File: src/rtl/kfsl_pkg.sv
// Shared constants, codes and types for the keyframe segment locator.
`timescale 1ns / 1ps
package kfsl_pkg;

    localparam int KEYS_MAX  = 256;
    localparam int ADDR_W    = $clog2(KEYS_MAX);
    localparam int IDX_W     = ADDR_W + 1;
    localparam int KEY_W     = 17;
    localparam int THR_W     = KEY_W + 1;
    localparam int EPS_W     = 13;
    localparam int PROD_W    = KEY_W + ADDR_W;
    localparam int DIV_STEPS = KEY_W;
    localparam int CNT_W     = $clog2(DIV_STEPS);
    localparam int PADDR_W   = 4;
    localparam int PDATA_W   = 32;

    localparam logic [KEY_W-1:0] ONE_Q16 = 17'd65536;
    localparam logic [KEY_W-1:0] FRAC_LO = 17'd66;
    localparam logic [KEY_W-1:0] FRAC_HI = 17'd65470;

    localparam logic [1:0] REG_NUM_KEYS = 2'd0;
    localparam logic [1:0] REG_UNIFORM  = 2'd1;
    localparam logic [1:0] REG_EPSILON  = 2'd2;

    localparam logic [2:0] RES_UNI  = 3'd0;
    localparam logic [2:0] RES_LAST = 3'd1;
    localparam logic [2:0] RES_LO   = 3'd2;
    localparam logic [2:0] RES_HI   = 3'd3;
    localparam logic [2:0] RES_QUO  = 3'd4;

    typedef struct packed {
        logic [IDX_W-1:0] num_keys;
        logic             uniform_mode;
        logic [EPS_W-1:0] epsilon;
    } t_cfg;

    typedef struct packed {
        logic       load;
        logic       key_wr;
        logic       mul;
        logic       rd_en;
        logic       rd_prev;
        logic       idx_inc;
        logic       restart;
        logic       fix;
        logic       khi_ld;
        logic       diff_ld;
        logic       div_init;
        logic       div_step;
        logic       emit;
        logic [2:0] res_sel;
    } t_dp_cmd;

    typedef struct packed {
        logic idx_lt_lim;
        logic key_gt_thr;
        logic idx_zero;
        logic pass;
        logic fix_ge_n;
        logic den_zero;
        logic sign_mis;
        logic quo_big;
        logic div_last;
    } t_dp_sts;

endpackage

File: src/rtl/kfsl_ctrl.sv
// Sequencing state machine of the keyframe segment locator.
`timescale 1ns / 1ps
module kfsl_ctrl import kfsl_pkg::*; (
    input  logic    i_clk,
    input  logic    i_rst_n,
    input  logic    i_start,
    input  logic    i_action,
    input  t_cfg    i_cfg,
    input  t_dp_sts i_sts,
    output logic    o_busy,
    output t_dp_cmd o_cmd
);

    localparam logic [3:0] S_IDLE  = 4'd0;
    localparam logic [3:0] S_UMUL  = 4'd1;
    localparam logic [3:0] S_UOUT  = 4'd2;
    localparam logic [3:0] S_SCAN  = 4'd3;
    localparam logic [3:0] S_SCMP  = 4'd4;
    localparam logic [3:0] S_CHK   = 4'd5;
    localparam logic [3:0] S_CCMP  = 4'd6;
    localparam logic [3:0] S_FIX   = 4'd7;
    localparam logic [3:0] S_RDHI  = 4'd8;
    localparam logic [3:0] S_RDLO  = 4'd9;
    localparam logic [3:0] S_DIFF  = 4'd10;
    localparam logic [3:0] S_DSET  = 4'd11;
    localparam logic [3:0] S_DIV   = 4'd12;
    localparam logic [3:0] S_CLAMP = 4'd13;

    logic [3:0] r_state;
    logic [3:0] n_state;
    logic       w_accept;

    assign o_busy   = (r_state != S_IDLE);
    assign w_accept = i_start && !o_busy;

    always_ff @(posedge i_clk) begin
        if (!i_rst_n) begin
            r_state <= S_IDLE;
        end else begin
            r_state <= n_state;
        end
    end

    always_comb begin
        n_state = r_state;
        o_cmd   = '0;
        unique case (r_state)
            S_IDLE: begin
                o_cmd.key_wr = w_accept && !i_action;
                o_cmd.load   = w_accept && i_action;
                if (w_accept && i_action) begin
                    n_state = i_cfg.uniform_mode ? S_UMUL : S_SCAN;
                end
            end
            S_UMUL: begin
                o_cmd.mul = 1'b1;
                n_state   = S_UOUT;
            end
            S_UOUT: begin
                o_cmd.emit    = 1'b1;
                o_cmd.res_sel = RES_UNI;
                n_state       = S_IDLE;
            end
            S_SCAN: begin
                if (i_sts.idx_lt_lim) begin
                    o_cmd.rd_en = 1'b1;
                    n_state     = S_SCMP;
                end else begin
                    n_state = S_CHK;
                end
            end
            S_SCMP: begin
                if (i_sts.key_gt_thr) begin
                    n_state = S_CHK;
                end else begin
                    o_cmd.idx_inc = 1'b1;
                    n_state       = S_SCAN;
                end
            end
            S_CHK: begin
                if (!i_sts.pass && !i_sts.idx_zero) begin
                    o_cmd.rd_en   = 1'b1;
                    o_cmd.rd_prev = 1'b1;
                    n_state       = S_CCMP;
                end else begin
                    n_state = S_FIX;
                end
            end
            S_CCMP: begin
                if (i_sts.key_gt_thr) begin
                    o_cmd.restart = 1'b1;
                    n_state       = S_SCAN;
                end else begin
                    n_state = S_FIX;
                end
            end
            S_FIX: begin
                o_cmd.fix = 1'b1;
                if (i_sts.fix_ge_n) begin
                    o_cmd.emit    = 1'b1;
                    o_cmd.res_sel = RES_LAST;
                    n_state       = S_IDLE;
                end else begin
                    n_state = S_RDHI;
                end
            end
            S_RDHI: begin
                o_cmd.rd_en = 1'b1;
                n_state     = S_RDLO;
            end
            S_RDLO: begin
                o_cmd.khi_ld  = 1'b1;
                o_cmd.rd_en   = 1'b1;
                o_cmd.rd_prev = 1'b1;
                n_state       = S_DIFF;
            end
            S_DIFF: begin
                o_cmd.diff_ld = 1'b1;
                n_state       = S_DSET;
            end
            S_DSET: begin
                if (i_sts.den_zero || (!i_sts.sign_mis && i_sts.quo_big)) begin
                    o_cmd.emit    = 1'b1;
                    o_cmd.res_sel = RES_HI;
                    n_state       = S_IDLE;
                end else if (i_sts.sign_mis) begin
                    o_cmd.emit    = 1'b1;
                    o_cmd.res_sel = RES_LO;
                    n_state       = S_IDLE;
                end else begin
                    o_cmd.div_init = 1'b1;
                    n_state        = S_DIV;
                end
            end
            S_DIV: begin
                o_cmd.div_step = 1'b1;
                if (i_sts.div_last) begin
                    n_state = S_CLAMP;
                end
            end
            S_CLAMP: begin
                o_cmd.emit    = 1'b1;
                o_cmd.res_sel = RES_QUO;
                n_state       = S_IDLE;
            end
            default: begin
                n_state = S_IDLE;
            end
        endcase
    end

endmodule

File: config.mk
export PLATFORM = sky130hd
export DESIGN_NAME = kfsl_ctrl
export DESIGN_NICKNAME = d
export VERILOG_FILES = /design/src/rtl/kfsl_pkg.sv /design/src/rtl/kfsl_ctrl.sv
export SDC_FILE = /design/constraint.sdc
export NUM_CORES = 1
export LEC_CHECK = 0
export BUFFER_PORTS_ARGS = -buffer_cell sky130_fd_sc_hd__buf_2
export CAP_MARGIN = 20
export CELL_PAD_IN_SITES_DETAIL_PLACEMENT = 0
export CELL_PAD_IN_SITES_GLOBAL_PLACEMENT = 2
export CORE_ASPECT_RATIO = 1.75
export CORE_MARGIN = 1.5
export CORE_UTILIZATION = 15
export DETAILED_ROUTE_END_ITERATION = 12
export GPL_TIMING_DRIVEN = 1
export PLACE_DENSITY = 0.75
export SYNTH_ARGS = -nofsm -noshare
export SYNTH_HDL_FRONTEND = slang
export SYNTH_SLANG_ARGS = --single-unit
File: constraint.sdc
create_clock -name i_clk -period 1.8 [get_ports i_clk]
set_input_delay 0.36 -clock i_clk [delete_from_list [all_inputs] [get_ports i_clk]]
set_output_delay 0.36 -clock i_clk [all_outputs]
set_load 0.01 [all_outputs]
**Word-level counts from Yosys, hierarchy flattened**

Index checks and enable logic that the tools add are counted.

- Bits of input ports: 36
- Flip-flop bits (word level): 4
- Word-level logic and storage cells: 63

- Reduce and logical (&&, ||, !) cells: 15
- Muxes and demuxes: 32
- Equality and inequality tests: 15

Operators by type and width:

| cell | number |
|---|---|
| $pmux 4 s12 | 1 |
| $mux 4 | 8 |
| $eq 4x4->1 const B | 6 |
| $eq 4x3->1 const B | 4 |
| $pmux 4 s4 | 1 |
| $mux 1 | 15 |
| $eq 4x2->1 const B | 2 |
| $mux 2 | 3 |
| $mux 3 | 2 |
| $logic_and 1x1->1 | 5 |
| $logic_not 1->1 | 5 |
| $eq 4x1->1 const B | 1 |
| $logic_not 4->1 | 1 |
| $ne 2x2->1 const B | 2 |
| $reduce_bool 4->1 | 1 |
| $pmux 1 s3 | 1 |
| $pmux 1 s2 | 1 |
| $reduce_and 2->1 | 1 |
| $reduce_or 2->1 | 1 |
| $logic_or 1x1->1 | 1 |

**Longest topological paths before layout**

- Word-level depth: 6
- Mapped depth: 5
- Mapped depth without buffers: 4

**Worst setup path after synthesis**

No wires, ideal clock.

- Path type: flip-flop to output port
- Start: register r_state[1]
- End: output port o_cmd[3] (netlist name)
- Required time: 1.440 ns
- Data arrival time: 1.117 ns
- Setup slack: 0.323 ns
- Stages on the path, launching flop included: 6
- Buffers on the path: 1
- Cells stage by stage: dfxtp_1 > buf_2 > nor2b_1 > nand2_1 > a21boi_0 > a221o_1

RTL lines:

| what | line | text |
|---|---|---|
| start, declared | kfsl_ctrl.sv:29 | `logic [3:0] r_state;` |
| start signal, assigned | kfsl_ctrl.sv:40 | `r_state <= n_state;` |
| end, declared | kfsl_ctrl.sv:11 | `output t_dp_cmd o_cmd` |

==> flow_summary.ini <==
[outcome]
run_status = complete, no violations

[layout]
final_cell_count_no_fill = 165
reg_top3 = r_state x4
nNetsFinal = 158
layout-drive-gt1-share_pct = 42.5
top_register = r_state
n_antenna_cell = 0
area_growth_syn_to_layout_pct = 62.1
largest_reg_flops = 4

[job]
cap_violations = 0

[yosys]
synthAdderAreaFrac_pct = 0
synth_top_area_share_pct = 15.3
muxShareOfSynthArea_pct = 0
synth_top_cell_by_area = dfxtp_1
synth_area_leaders = dfxtp_1, nand2b_1, nor2_1
yosysWarnings = 0
syn_nets = 118
ys_types = 29
synth_xor_area_share_pct = 1.68
ys_ff_latch = 4
avgSynthCellArea_um2 = 6.36
synth_top_family_by_area = simple AND/OR/NAND/NOR gates
synth_cells = 82
synth_compound_area_share_pct = 24.5
syn_area_um2 = 522
synthSimpleGateAreaFrac_pct = 49.6
yosysSeqAreaShare_pct = 15.3

[route]
drt_iter0_drc = 6
routed_wl_mm = 1.69
vias = 715
drc = 0
via_per_inst = 4.33
post_drt_wl_per_cell_um = 10.2
firstDrtPassIters = 3
ant_nets = 0

[cts]
cts_root_buf = clkbuf_8
cts_tree = built
path_clk_slew_ns = 0.03
insertion_delay_ns = 0.22
clockBufferDepth = 2
htree_num_levels = 1
cts_inserted_buffers = 3
cts_sinks = 4

[timing]
maxSlewViolCount = 0
period_share_pct = 94.8
max_slew_margin_pct = 83.6
fin_ws_ns = 0.0939
max_slew.worst_pin.slew_ns = 0.244
finalSetupViolCount = 0
clock_skew_ns = 0.000400
finalHoldViolCount = 0
fin_crit_ns = 1.71
max_freq_mhz = 586
fin_setup_tns_ns = 0

[placed_design]
io_buffers = 30
place_hpwl_mm = 1.39
pre_cts_slack_ns = 0.168
dp.cells = 161
place.gp.congestion = 0.802

[worst_setup_path]
path_common_cell = buf_4
startpoint_type = register
crit_required_ns = 1.44
crit_slowest_cell = dfxtp_1
max_stage_delay_ns = 0.33
cp_cell_sequence = buf_4, nor4_4, buf_4, and3_1, buf_2
crit_path_end_kind = output port
critPathKind = reg2out
cp.arrival_ns = 1.35
crit_fanout = 9

[pwr]
comb_power_share_pct = 51.6
power_density_mw_per_mm2 = 736
p_int_mw = 0.401
vdd_drop_max_v = 0.000332
power_mw = 0.623
switchingPower_mw = 0.222
power.leakage_nw = 0.409
p_sw_share_pct = 35.7
clockPowerShare_pct = 30.3
seqPwrFrac_pct = 18.1

[hold_path]
hold_path_class = in2reg

[global_route]
grt_use_total_pct = 9.75
grt_max_degree = 12
antenna_found_initial = 0
grt_pass1_wl_mm = 2.79
grt_overflow = 0
first_global_vias = 691

[die]
die_h_um = 81.0
ios = 53
dieArea_mm2 = 0.00385
die_width_um = 47.6
row_count = 28
core_area_mm2 = 0.00336
initial_core_util_pct = 15.5
## cell usage after synthesis
cell,instances
or2_1,1
o21a_1,1
nor3_1,6
a2111oi_2,1
nand4b_1,2
a21oi_1,7
nand2_1,8
nor2_1,13
o21ai_1,1
a221o_1,1
inv_1,3
buf_4,2
nand4_1,1
and2_1,1
a31oi_1,1
nor2b_1,2
and3_1,2
o21ai_0,3
o31a_1,1
buf_2,4
dfxtp_1,4
nor3b_1,1
nand2b_1,8
xor2_1,1
nor4_2,1
a41o_1,1
a211oi_1,1
nor4_1,3
a21boi_0,1
## what timing repair did
item / 4_1_cts / 5_1_grt
buffers inserted: 0 / 1
gates resized for setup: 1 / 7
hold buffers: 0 / 0
setup endpoints to repair: 3 / 6
## path summary, 6_finish.rpt
kind | from | endpoint | slack [ns] | cells past startpoint
worst max-delay path | r_state[1] | o_cmd[15] | 0.09 | 5
worst min-delay path | i_rst_n | r_state[2] | 0.40 | 2
worst max register to register | r_state[1] | r_state[1] | 0.24 | 7
worst min register to register | r_state[0] | r_state[1] | 0.65 | 2
## metal layers
| layer | vias to the layer above | wire (um) | track usage, % | part of all wire (%) |
|---|---|---|---|---|
| li1 | 370 | - | - | - |
| met1 | 316 | 692 | 10.5 | 41 |
| met2 | 25 | 862 | 17.2 | 51 |
| met3 | 4 | 84 | 0.889 | 5.0 |
| met4 | 0 | 46 | 5.68 | 2.7 |
| met5 | - | 0 | 0 | 0 |
## critical path: cells and delay by family (launching register included)
kind	cells	cell delay [ns]
buffers and inverters	3	0.46
and+or+nand+nor	2	0.35
DFF	1	0.33
## cell families (layout without fill, tap and decap cells)
kind of cell,count (synthesis),after routing
and+or+nand+nor,49,49
AOI/OAI and AO/OA,19,19
buffers and inverters,9,47
DFF,4,4
xor gates and xnor gates,1,1
## power groups by stage
stage / clock [mW] / sequential [mW] / combinational (mW)
finish: 0.189 / 0.113 / 0.321
global route: 0.201 / 0.115 / 0.355
CTS: 0.194 / 0.113 / 0.291
detailed placement: 0 / 0.114 / 0.289
global placement: 0 / 0.113 / 0.285
floorplan: 0 / 0.105 / 0.188
## metrics by stage
stage,hold WS [ns],area [um2],util (%)
floorplan,0.478,522,-
global placement,0.617,768,22.8
detailed placement,0.619,768,22.8
CTS,0.394,811,24.1
global route,0.405,846,25.1
finish,0.396,846,25.1
## cells in the final DEF, fill, tap and decap left out, types with 2 or more instances in the layout
master,count
nand2b_1,7
and3_1,2
inv_1,3
clkbuf_8,3
a21oi_1,7
nor2b_1,2
nor4_1,2
o21ai_0,3
nand4b_1,2
buf_2,30
buf_4,10
nor2_1,12
nor3_1,6
dfxtp_1,2
nand2_1,8
## layout make-up
type | instances | area, um2
Clock buffer | 3 | 41.3
Fill cell | 403 | 2520
Inverter | 3 | 11.3
Multi-Input combinational cell | 69 | 415
Sequential cell | 4 | 85.1
Tap cell | 45 | 56.3
Timing Repair Buffer | 41 | 236
Power figures use the tool's default switching activity.
