[config.mk]
export PLATFORM = sky130hd
export DESIGN_NAME = kfsl_regs
export DESIGN_NICKNAME = d
export VERILOG_FILES = /design/src/rtl/kfsl_pkg.sv /design/src/rtl/kfsl_regs.sv
export SDC_FILE = /design/constraint.sdc
export NUM_CORES = 1
export LEC_CHECK = 0
export ABC_AREA = 1
export BUFFER_PORTS_ARGS = -buffer_cell sky130_fd_sc_hd__buf_2
export CORE_MARGIN = 2
export CORE_UTILIZATION = 40
export DETAILED_ROUTE_END_ITERATION = 8
export PLACE_DENSITY = 0.9
export SETUP_SLACK_MARGIN = 0.3
export SYNTH_ARGS = -nofsm -noshare
export SYNTH_HDL_FRONTEND = slang
export SYNTH_SLANG_ARGS = --single-unit
export TNS_END_PERCENT = 1
[constraint.sdc]
create_clock -name i_clk -period 1 [get_ports i_clk]
set_input_delay 0.05 -clock i_clk [delete_from_list [all_inputs] [get_ports i_clk]]
set_output_delay 0.05 -clock i_clk [all_outputs]
set_load 0.01 [all_outputs]
[src/rtl/kfsl_pkg.sv]
// Shared constants, codes and types for the keyframe segment locator.
`timescale 1ns / 1ps
package kfsl_pkg;

    localparam int KEYS_MAX  = 256;
    localparam int ADDR_W    = $clog2(KEYS_MAX);
    localparam int IDX_W     = ADDR_W + 1;
    localparam int KEY_W     = 17;
    localparam int THR_W     = KEY_W + 1;
    localparam int EPS_W     = 13;
    localparam int PROD_W    = KEY_W + ADDR_W;
    localparam int DIV_STEPS = KEY_W;
    localparam int CNT_W     = $clog2(DIV_STEPS);
    localparam int PADDR_W   = 4;
    localparam int PDATA_W   = 32;

    localparam logic [KEY_W-1:0] ONE_Q16 = 17'd65536;
    localparam logic [KEY_W-1:0] FRAC_LO = 17'd66;
    localparam logic [KEY_W-1:0] FRAC_HI = 17'd65470;

    localparam logic [1:0] REG_NUM_KEYS = 2'd0;
    localparam logic [1:0] REG_UNIFORM  = 2'd1;
    localparam logic [1:0] REG_EPSILON  = 2'd2;

    localparam logic [2:0] RES_UNI  = 3'd0;
    localparam logic [2:0] RES_LAST = 3'd1;
    localparam logic [2:0] RES_LO   = 3'd2;
    localparam logic [2:0] RES_HI   = 3'd3;
    localparam logic [2:0] RES_QUO  = 3'd4;

    typedef struct packed {
        logic [IDX_W-1:0] num_keys;
        logic             uniform_mode;
        logic [EPS_W-1:0] epsilon;
    } t_cfg;

    typedef struct packed {
        logic       load;
        logic       key_wr;
        logic       mul;
        logic       rd_en;
        logic       rd_prev;
        logic       idx_inc;
        logic       restart;
        logic       fix;
        logic       khi_ld;
        logic       diff_ld;
        logic       div_init;
        logic       div_step;
        logic       emit;
        logic [2:0] res_sel;
    } t_dp_cmd;

    typedef struct packed {
        logic idx_lt_lim;
        logic key_gt_thr;
        logic idx_zero;
        logic pass;
        logic fix_ge_n;
        logic den_zero;
        logic sign_mis;
        logic quo_big;
        logic div_last;
    } t_dp_sts;

endpackage

[src/rtl/kfsl_regs.sv]
// APB configuration registers of the keyframe segment locator.
`timescale 1ns / 1ps
module kfsl_regs import kfsl_pkg::*; (
    input  logic               i_clk,
    input  logic               i_rst_n,
    input  logic               psel,
    input  logic               penable,
    input  logic               pwrite,
    input  logic [PADDR_W-1:0] paddr,
    input  logic [PDATA_W-1:0] pwdata,
    output logic [PDATA_W-1:0] prdata,
    output logic               pready,
    output t_cfg               o_cfg
);

    logic [IDX_W-1:0] r_num_keys;
    logic             r_uniform;
    logic [EPS_W-1:0] r_epsilon;
    logic             w_wr;

    assign pready = 1'b1;
    assign w_wr   = psel && penable && pwrite;

    always_ff @(posedge i_clk) begin
        if (!i_rst_n) begin
            r_num_keys <= IDX_W'(2);
            r_uniform  <= 1'b1;
            r_epsilon  <= EPS_W'(7);
        end else if (w_wr) begin
            unique case (paddr[3:2])
                REG_NUM_KEYS: r_num_keys <= pwdata[IDX_W-1:0];
                REG_UNIFORM:  r_uniform  <= pwdata[0];
                REG_EPSILON:  r_epsilon  <= pwdata[EPS_W-1:0];
                default: begin
                end
            endcase
        end
    end

    always_comb begin
        unique case (paddr[3:2])
            REG_NUM_KEYS: prdata = PDATA_W'(r_num_keys);
            REG_UNIFORM:  prdata = PDATA_W'(r_uniform);
            REG_EPSILON:  prdata = PDATA_W'(r_epsilon);
            default:      prdata = '0;
        endcase
    end

    assign o_cfg.num_keys     = r_num_keys;
    assign o_cfg.uniform_mode = r_uniform;
    assign o_cfg.epsilon      = r_epsilon;

endmodule

**After elaboration in Yosys (flattened, before gate mapping)**

Index checks and enable logic that the tools add are counted.

- Equal/unequal tests: 2
- Reduce and logical (&&, ||, !) cells: 6
- Mux-type cells: 1

Operators by type and width:

| cell | count |
|---|---|
| 13-bit one-hot mux with 3 select lines | 1 |
| 2-bit AND reduction | 3 |
| 2-bit by 1-bit equality test with 1-bit output, second input constant | 1 |
| 2-bit equality test, second input constant | 1 |
| 1-bit logical AND | 2 |
| 2-bit logical NOT | 1 |

- Output and inout port bits: 56
- Register bits after elaboration: 23
- Word-level logic and storage cells: 12

**Depth between registers and ports, before layout**

Gate-level depths: netlist of run 1.

- Depth in word-level cells: 3
- Depth in mapped cells: 6
- Mapped depth without buffers: 5

**Worst setup path before layout of run 1**

No wires, ideal clock.

- Path kind: input -> register
- From: in paddr[2]
- To: reg r_num_keys[7]
- Arrival: 610 ps
- Stages on the path: 5
- Required time: 887 ps
- Buffers on the path: 1
- Setup slack: 277 ps
- Cells stage by stage: nor2_2 -> buf_4 -> nand3_1 -> nand2_1 -> nor2_1

- Word-level cells in the longest chain between the ends: 2

RTL lines:

| what | RTL line | source |
|---|---|---|
| start, declared | kfsl_regs.sv:9 | `input logic [PADDR_W-1:0] paddr,` |
| 2-bit logical NOT | kfsl_regs.sv:30 | `unique case (paddr[3:2])` |
| 2-bit AND reduction (no line) | -- |  |
| end signal, assigned | kfsl_regs.sv:31 | `REG_NUM_KEYS: r_num_keys <= pwdata[IDX_W-1:0];` |
| end, declared | kfsl_regs.sv:16 | `logic [IDX_W-1:0] r_num_keys;` |

Every way passes these cells.
A chain may end at the register's enable or synchronous reset.

**Worst setup path after layout of run 1**

- From: reg r_epsilon[1]
- To: out prdata[1]

- Word-level cells in the longest chain between the ends: 1

RTL lines:

| what | RTL line | source |
|---|---|---|
| start, declared | kfsl_regs.sv:18 | `logic [EPS_W-1:0] r_epsilon;` |
| start signal, assigned | kfsl_regs.sv:33 | `REG_EPSILON: r_epsilon <= pwdata[EPS_W-1:0];` |
| 13-bit one-hot mux with 3 select lines | kfsl_regs.sv:41 | `unique case (paddr[3:2])` |
| end, declared | kfsl_regs.sv:11 | `output logic [PDATA_W-1:0] prdata,` |

Every way passes these cells.

==> results of run 1 <==
==> sequential cells by signal, summed over array words and instances (netlist names) <==
| signal | flops |
|---|---|
| r_num_keys | 9 |
| r_epsilon | 13 |
| r_uniform | 1 |
==> metrics by stage <==
step                hold slack [ns]  worst slack (ns)
floorplan                     0.171             0.333
global placement              0.277           0.00583
detailed placement            0.284           -0.0101
CTS                          0.0415           -0.0538
global route                 0.0508            -0.103
finish                       0.0501           -0.0498
==> metal layers <==
layer	routed length (um)	up-vias	global-route usage, %
met2	1770	41	33.8
met3	159	2	4.69
met4	14	0	3.42
met1	1340	578	19.2
li1	-	671	-
met5	0	-	0
==> logic make-up after synthesis <==
| logic type | after synthesis | synth area share (%) |
|---|---|---|
| AO/OA/AOI/OAI | 9 | 5.83 |
| AND/OR/NAND/NOR | 106 | 35.9 |
| other | 2 | 0.583 |
| flip-flops | 23 | 35.7 |
| buffers and inverters | 48 | 21.9 |
==> synthesized netlist by cell type <==
master / n / area (um2)
nor2_1: 43 / 161
nand2_1: 33 / 124
buf_4: 25 / 188
nand3_1: 25 / 125
dfxtp_1: 23 / 460
inv_1: 17 / 63.8
a22o_1: 8 / 70.1
clkbuf_1: 2 / 7.51
conb_1: 2 / 7.51
inv_2: 2 / 7.51
nor2_4: 2 / 22.5
buf_2: 1 / 5.00
buf_6: 1 / 11.3
nand2_2: 1 / 6.26
nand3_4: 1 / 17.5
nor2_2: 1 / 6.26
o21ai_0: 1 / 5.00
==> power by group <==
| part | switching (W) | internal, W | total (W) |
|---|---|---|---|
| Clock | 0.000272 | 0.000156 | 0.000428 |
| Combinational | 0.000211 | 0.000154 | 0.000365 |
| Sequential | 0.0000152 | 0.000939 | 0.000955 |
==> area by class of cell <==
class | instances | share of cell area [%]
repair buffers | 73 | 28.7
flip-flops and latches | 23 | 26.8
well taps | 44 | 3.01
clock buffers | 4 | 1.44
multi-input cells | 135 | 36.2
inverters | 19 | 3.90
==> how the worst max path moves through the flow <==
stage                          to  slack (ns)          start
floorplan               r_uniform        0.33           psel
global placement    r_epsilon[11]       0.006       paddr[3]
detailed placement   r_epsilon[3]       -0.01       paddr[3]
CTS                     prdata[2]       -0.05  r_num_keys[2]
global route            prdata[1]       -0.10  r_num_keys[1]
finish                  prdata[1]       -0.05   r_epsilon[1]
==> layout by cell type, fill, tap and decap left out <==
| cell | count |
|---|---|
| buf_2 | 41 |
| nor2_1 | 36 |
| nand2_1 | 31 |
| nand3_1 | 23 |
| dfxtp_2 | 23 |
| conb_1 | 20 |
| buf_6 | 15 |
| inv_1 | 13 |
| buf_4 | 13 |
| a22o_1 | 8 |
| inv_2 | 6 |
| nor2_4 | 5 |
| nor2_2 | 5 |
| nand2_2 | 3 |
| clkbuf_4 | 3 |
| nand3_2 | 2 |
| dlygate4sd3_1 | 2 |
| nand3_4 | 1 |
| o21ai_1 | 1 |
| clkbuf_1 | 1 |
| dlymetal6s4s_1 | 1 |
| buf_12 | 1 |
==> timing repair <==
item                                    in CTS  in global routing
pin swaps                                   16                 10
hold buffers                                 3                  0
endpoints found under the setup margin      36                 45
setup buffers                                8                  0
gates resized for setup                     40                 17
endpoints found under the hold margin        4                  0
==> worst register-to-register path: cells and delay by family (launching register included) <==
kind,cells,cell delay [ns]
buffers and inverters,1,0.14
flip-flops,1,0.35
AND/OR/NAND/NOR,1,0.07
AO/OA/AOI/OAI,1,0.06
==> impl_results.md, run 1 <==
* Run status: complete, but fails checks
* Failing checks: negative setup slack
* Peak VDD IR at 0.707 mV
* Post-DP HPWL at about 2200 um
* Crit end category: primary output
* Hold Path Origin: pwdata[12]
* Sequential share of the synthesized area at 35.7%
* Area delta synth->final at 41.7%
* Placed inst area at between 0.0015 and 0.002 mm2
* Worst R2R Path Depth at 3
* Total Routing Usage GR at roughly 18%
* Via-to-Cell Ratio at between 4 and 5
* Slowest stage cell, crit path: dfxtp_2
* FF-to-FF setup slack at 0.27 ns
* Type of the worst setup path: flip-flop to primary output
* Starting density of the core at between 40% and 50%
* Synth cell types at 17
* Clk_lat worst skew at about 0.31 ns
* Gpl congestion at 0.758
* TritonRoute pass-1 iters at 4
* Total power at between 0.0015 and 0.002 W
* Maximum clock frequency at around 950 MHz
* Post-Synthesis Cells at roughly 190
* WP data arrival at 1.00 ns
* Mean Syn Cell Area at slightly below 7 um2
* CTS H-tree depth at 1
* Die area at 0.00369 mm2
* Crit share post-route at 105%
* Width of the die at 60.8 um
* Crit path cell chain: a22o_1 > buf_2
* DRC at 0
* Final Net Count at about 300
* Total gr overflow at 0
* Pwr Density at 957 mW/mm2
* IO buf count at 55
* FF+latch area at between 400 and 500 um2
* Maxcap violations at 0
* Number of antenna diodes at 0
* Ys Warns at 0
* Initial drt markers at 45
* Final std cells w/o fill at approximately 300
* Site Rows at 20
* CTS Buffer Depth at 2
* Crit start category: flip-flop
* Crit path max-delay family: flip-flops
* Multi-input gate area at about 660 um2
* Via count at about 1300
* Vias in the first global route at approximately 1100
* Leakage at between 0.9 and 1 nW
* DR WL/cell at between 10 and 15 um
* Period minus WS final at 1.05 ns
* Setup WS post-layout at -0.0498 ns
* Largest net degree at the start of global routing at 24
* Max Slew Vio Count at 0
* Hold endpoint: r_epsilon[12]
* Number of top-level pins at just under 100
* Clock Sinks at 23
* Critical R2R Launch: r_num_keys[1]
* Root Driver: clkbuf_4
* CTS tree: yes
* Worst Skew at 0 ns
* CP Buf/Inv Count at 1
* Setup TNS at -0.218 ns
* FF-to-FF End: r_num_keys[1]
* Routed WL at between 3000 and 4000 um
* Worst-path clk slew at about 0.12 ns
* Final Cell Area at 0.00183 mm2
* Filler Cell Count at 313
* Setup violations, final at 8
* Seq cells post-synth at 23
* Hold depth at 5
* Final hold vios at 0
* Final Util at 59.8%
* Critical Path RT at between 0.9 and 1 ns
* Cells after DPL at 283
* Antenna Nets Post-Route at 0
* Crit-path max FO at 3
* Max incr delay on CP at approximately 0.36 ns
* TritonCTS buffer count at 3
* Die Ht at between 60 and 70 um
* Initial antenna violation count at 0
* Post-Syn Area at about 0.0013 mm2
* RSZ-0062 raised after global routing: yes
* Share of cells above drive strength 1 at a little under half
* Core ar. at 0.00305 mm2
* First-pass GRT wire length at slightly below 5000 um
* Stages on the worst setup path at 2
* HP Class: primary input to flip-flop
No activity file was read; power rests on OpenSTA's default activity.
==> inputs of run 2 (changes only) <==
==> config.mk (replaced) <==
export PLATFORM = sky130hd
export DESIGN_NAME = kfsl_regs
export DESIGN_NICKNAME = d
export VERILOG_FILES = /design/src/rtl/kfsl_pkg.sv /design/src/rtl/kfsl_regs.sv
export SDC_FILE = /design/constraint.sdc
export NUM_CORES = 1
export LEC_CHECK = 0
export ABC_AREA = 1
export CORE_MARGIN = 2
export CORE_UTILIZATION = 60
export DETAILED_ROUTE_END_ITERATION = 8
export DONT_BUFFER_PORTS = 1
export PLACE_DENSITY = 0.86
export SETUP_SLACK_MARGIN = 0.3
export SYNTH_ARGS = -nofsm -noshare
export SYNTH_HDL_FRONTEND = slang
export SYNTH_SLANG_ARGS = --single-unit
==> impl_results.md, run 2 (synthesis results as in run 1) <==
* Run status: complete, but fails checks
* Failing checks: negative hold slack, negative setup slack
* Setup TNS at -0.00186 ns (+0.216 ns)
* Largest Register: r_epsilon
* Crit start category: flip-flop
* Crit path cell chain: a22o_1
* Type of the worst setup path: flip-flop to primary output
* Starting density of the core at 64.4% (+22 points)
* Hold Slack at -0.184 ns (-0.234 ns)
* Via-to-Cell Ratio at 5.19 (+20%)
* Pwr Density at 1140 mW/mm2 (+19%)
* Commonest cells after routing, fill and taps aside: nor2_1, nand2_1, nand3_1
* Slowest stage cell, crit path: dfxtp_2
* Gpl congestion at 0.739 (-2.6%)
* First-pass GRT wire length at 4460 um (-8.1%)
* Most common cell after layout, fill and taps aside: nor2_1
* Site Rows at 16 (-20%)
* RSZ-0062 raised after global routing: yes
* TritonCTS buffer count at 3 (unchanged)
* Die Ht at 50.3 um (-17%)
* Max incr delay on CP at 0.37 ns (about the same)
* HP Class: primary input to flip-flop
* Crit-path max FO at 3 (unchanged)
* Clock Sinks at 23 (unchanged)
* Vias in the first global route at 1018 (-9.2%)
* Max reg flops at 13 (unchanged)
* Total Routing Usage GR at 22.4% (+4.8 points)
* Number of top-level pins at 97 (unchanged)
* DRC at 0 (unchanged)
* Final hold vios at 23 (+23)
* Largest net degree at the start of global routing at 24 (unchanged)
* Root Driver: clkbuf_4
* Setup WS post-layout at -0.00186 ns (+0.0480 ns)
* Area delta synth->final at 7.96%
* TritonRoute pass-1 iters at 4 (unchanged)
* Pre-CTS setup slack at 0.203 ns (+0.213 ns)
* DR WL/cell at 13.2 um (+19%)
* Width of the die at 50.3 um (-17%)
* Final Net Count at 227 (-23%)
* Leakage at 0.629 nW (-34%)
* Crit share post-route at 100% (-4.8 points)
* Maxcap violations at 0 (unchanged)
* Via count at 1101 (-15%)
* Worst-path clk slew at 0.13 ns (about the same)
* Top flop regs: r_epsilon: 13 flops, r_num_keys: 9 flops, r_uniform: 1 flops
* Clk_lat worst skew at 0.31 ns (about the same)
* Routed WL at 2800 um (-15%)
* Setup violations, final at 1 (-7)
* WP data arrival at 0.95 ns (-0.05 ns)
* Maximum clock frequency at 998 MHz (+4.8%)
* IO buf count at 0 (-100%)
* Post-DP HPWL at 1910 um (-14%)
* Crit path max-delay family: flip-flops
* Placed inst area at 0.00121 mm2 (-21%)
* Total gr overflow at 0 (unchanged)
* Core ar. at 0.00200 mm2 (-34%)
* Peak VDD IR at 0.827 mV (+17%)
* Final Cell Area at 0.00139 mm2 (-24%)
* Period minus WS final at 1.00 ns (-0.0480 ns)
* CP Buf/Inv Count at 0 (-1)
* Filler Cell Count at 176 (-44%)
* CTS Buffer Depth at 2 (unchanged)
* CTS H-tree depth at 1 (unchanged)
* Number of antenna diodes at 0 (unchanged)
* Die area at 0.00253 mm2 (-31%)
* Antenna Nets Post-Route at 0 (unchanged)
* Initial drt markers at 27 (-40%)
* Initial antenna violation count at 0 (unchanged)
* Crit end category: primary output
* Share of cells above drive strength 1 at 27.6% (-19 points)
* Final Util at 69.5% (+9.7 points)
* Worst Skew at 0 ns (unchanged)
* CTS tree: yes
* Critical Path RT at 0.95 ns (about the same)
* Max Slew Vio Count at 0 (unchanged)
==> run 2: stage by stage <==
step | power [W] | instances
6_report | 0.00158 | 212
5_1_grt | 0.00166 | 212
3_3_place_gp | 0.00117 | 208
4_1_cts | 0.00160 | 212
2_1_floorplan | 0.00122 | 206
3_5_place_dp | 0.00117 | 208
==> run 2: final timing paths <==
kind	slack, ns	startpoint	end	cells after the start
worst min register to register	0.52	r_epsilon[2]	r_epsilon[2]	2
worst min-delay path	-0.18	i_rst_n	r_num_keys[1]	1
worst max-delay path	-0.002	r_num_keys[2]	prdata[2]	1
worst max register to register	0.35	r_epsilon[10]	r_epsilon[10]	2
==> run 2: repair_timing <==
item,CTS,global route
resized for setup,48,16
endpoints found under the setup margin,36,37
cloned,0,0
pin swaps,5,2
setup buffers,0,0
endpoints found under the hold margin,23,23
==> run 2: metal layers <==
layer / up-vias / track usage, % / routed length, um
met5: - / 0 / 0
met4: 0 / 7.21 / 0
met3: 0 / 4.76 / 231
met2: 52 / 40.1 / 1530
met1: 511 / 26.4 / 1040
li1: 538 / - / -
==> run 2: where the power goes <==
group          internal, W  total (W)  switching (W)  leakage (nW)
logic            0.0000645   0.000214       0.000149         0.413
clock network     0.000149   0.000433       0.000284        0.0177
registers         0.000902   0.000933      0.0000305         0.198
==> run 2: cell type report <==
| cell class | count | area (um2) | share of cell area, % |
|---|---|---|---|
| inverters | 19 | 81.3 | 5.85 |
| flip-flops and latches | 23 | 532 | 38.2 |
| clock inverters | 1 | 5.00 | 0.360 |
| repair buffers | 4 | 30.0 | 2.16 |
| well taps | 27 | 33.8 | 2.43 |
| multi-input cells | 135 | 687 | 49.4 |
| clock buffers | 3 | 22.5 | 1.62 |
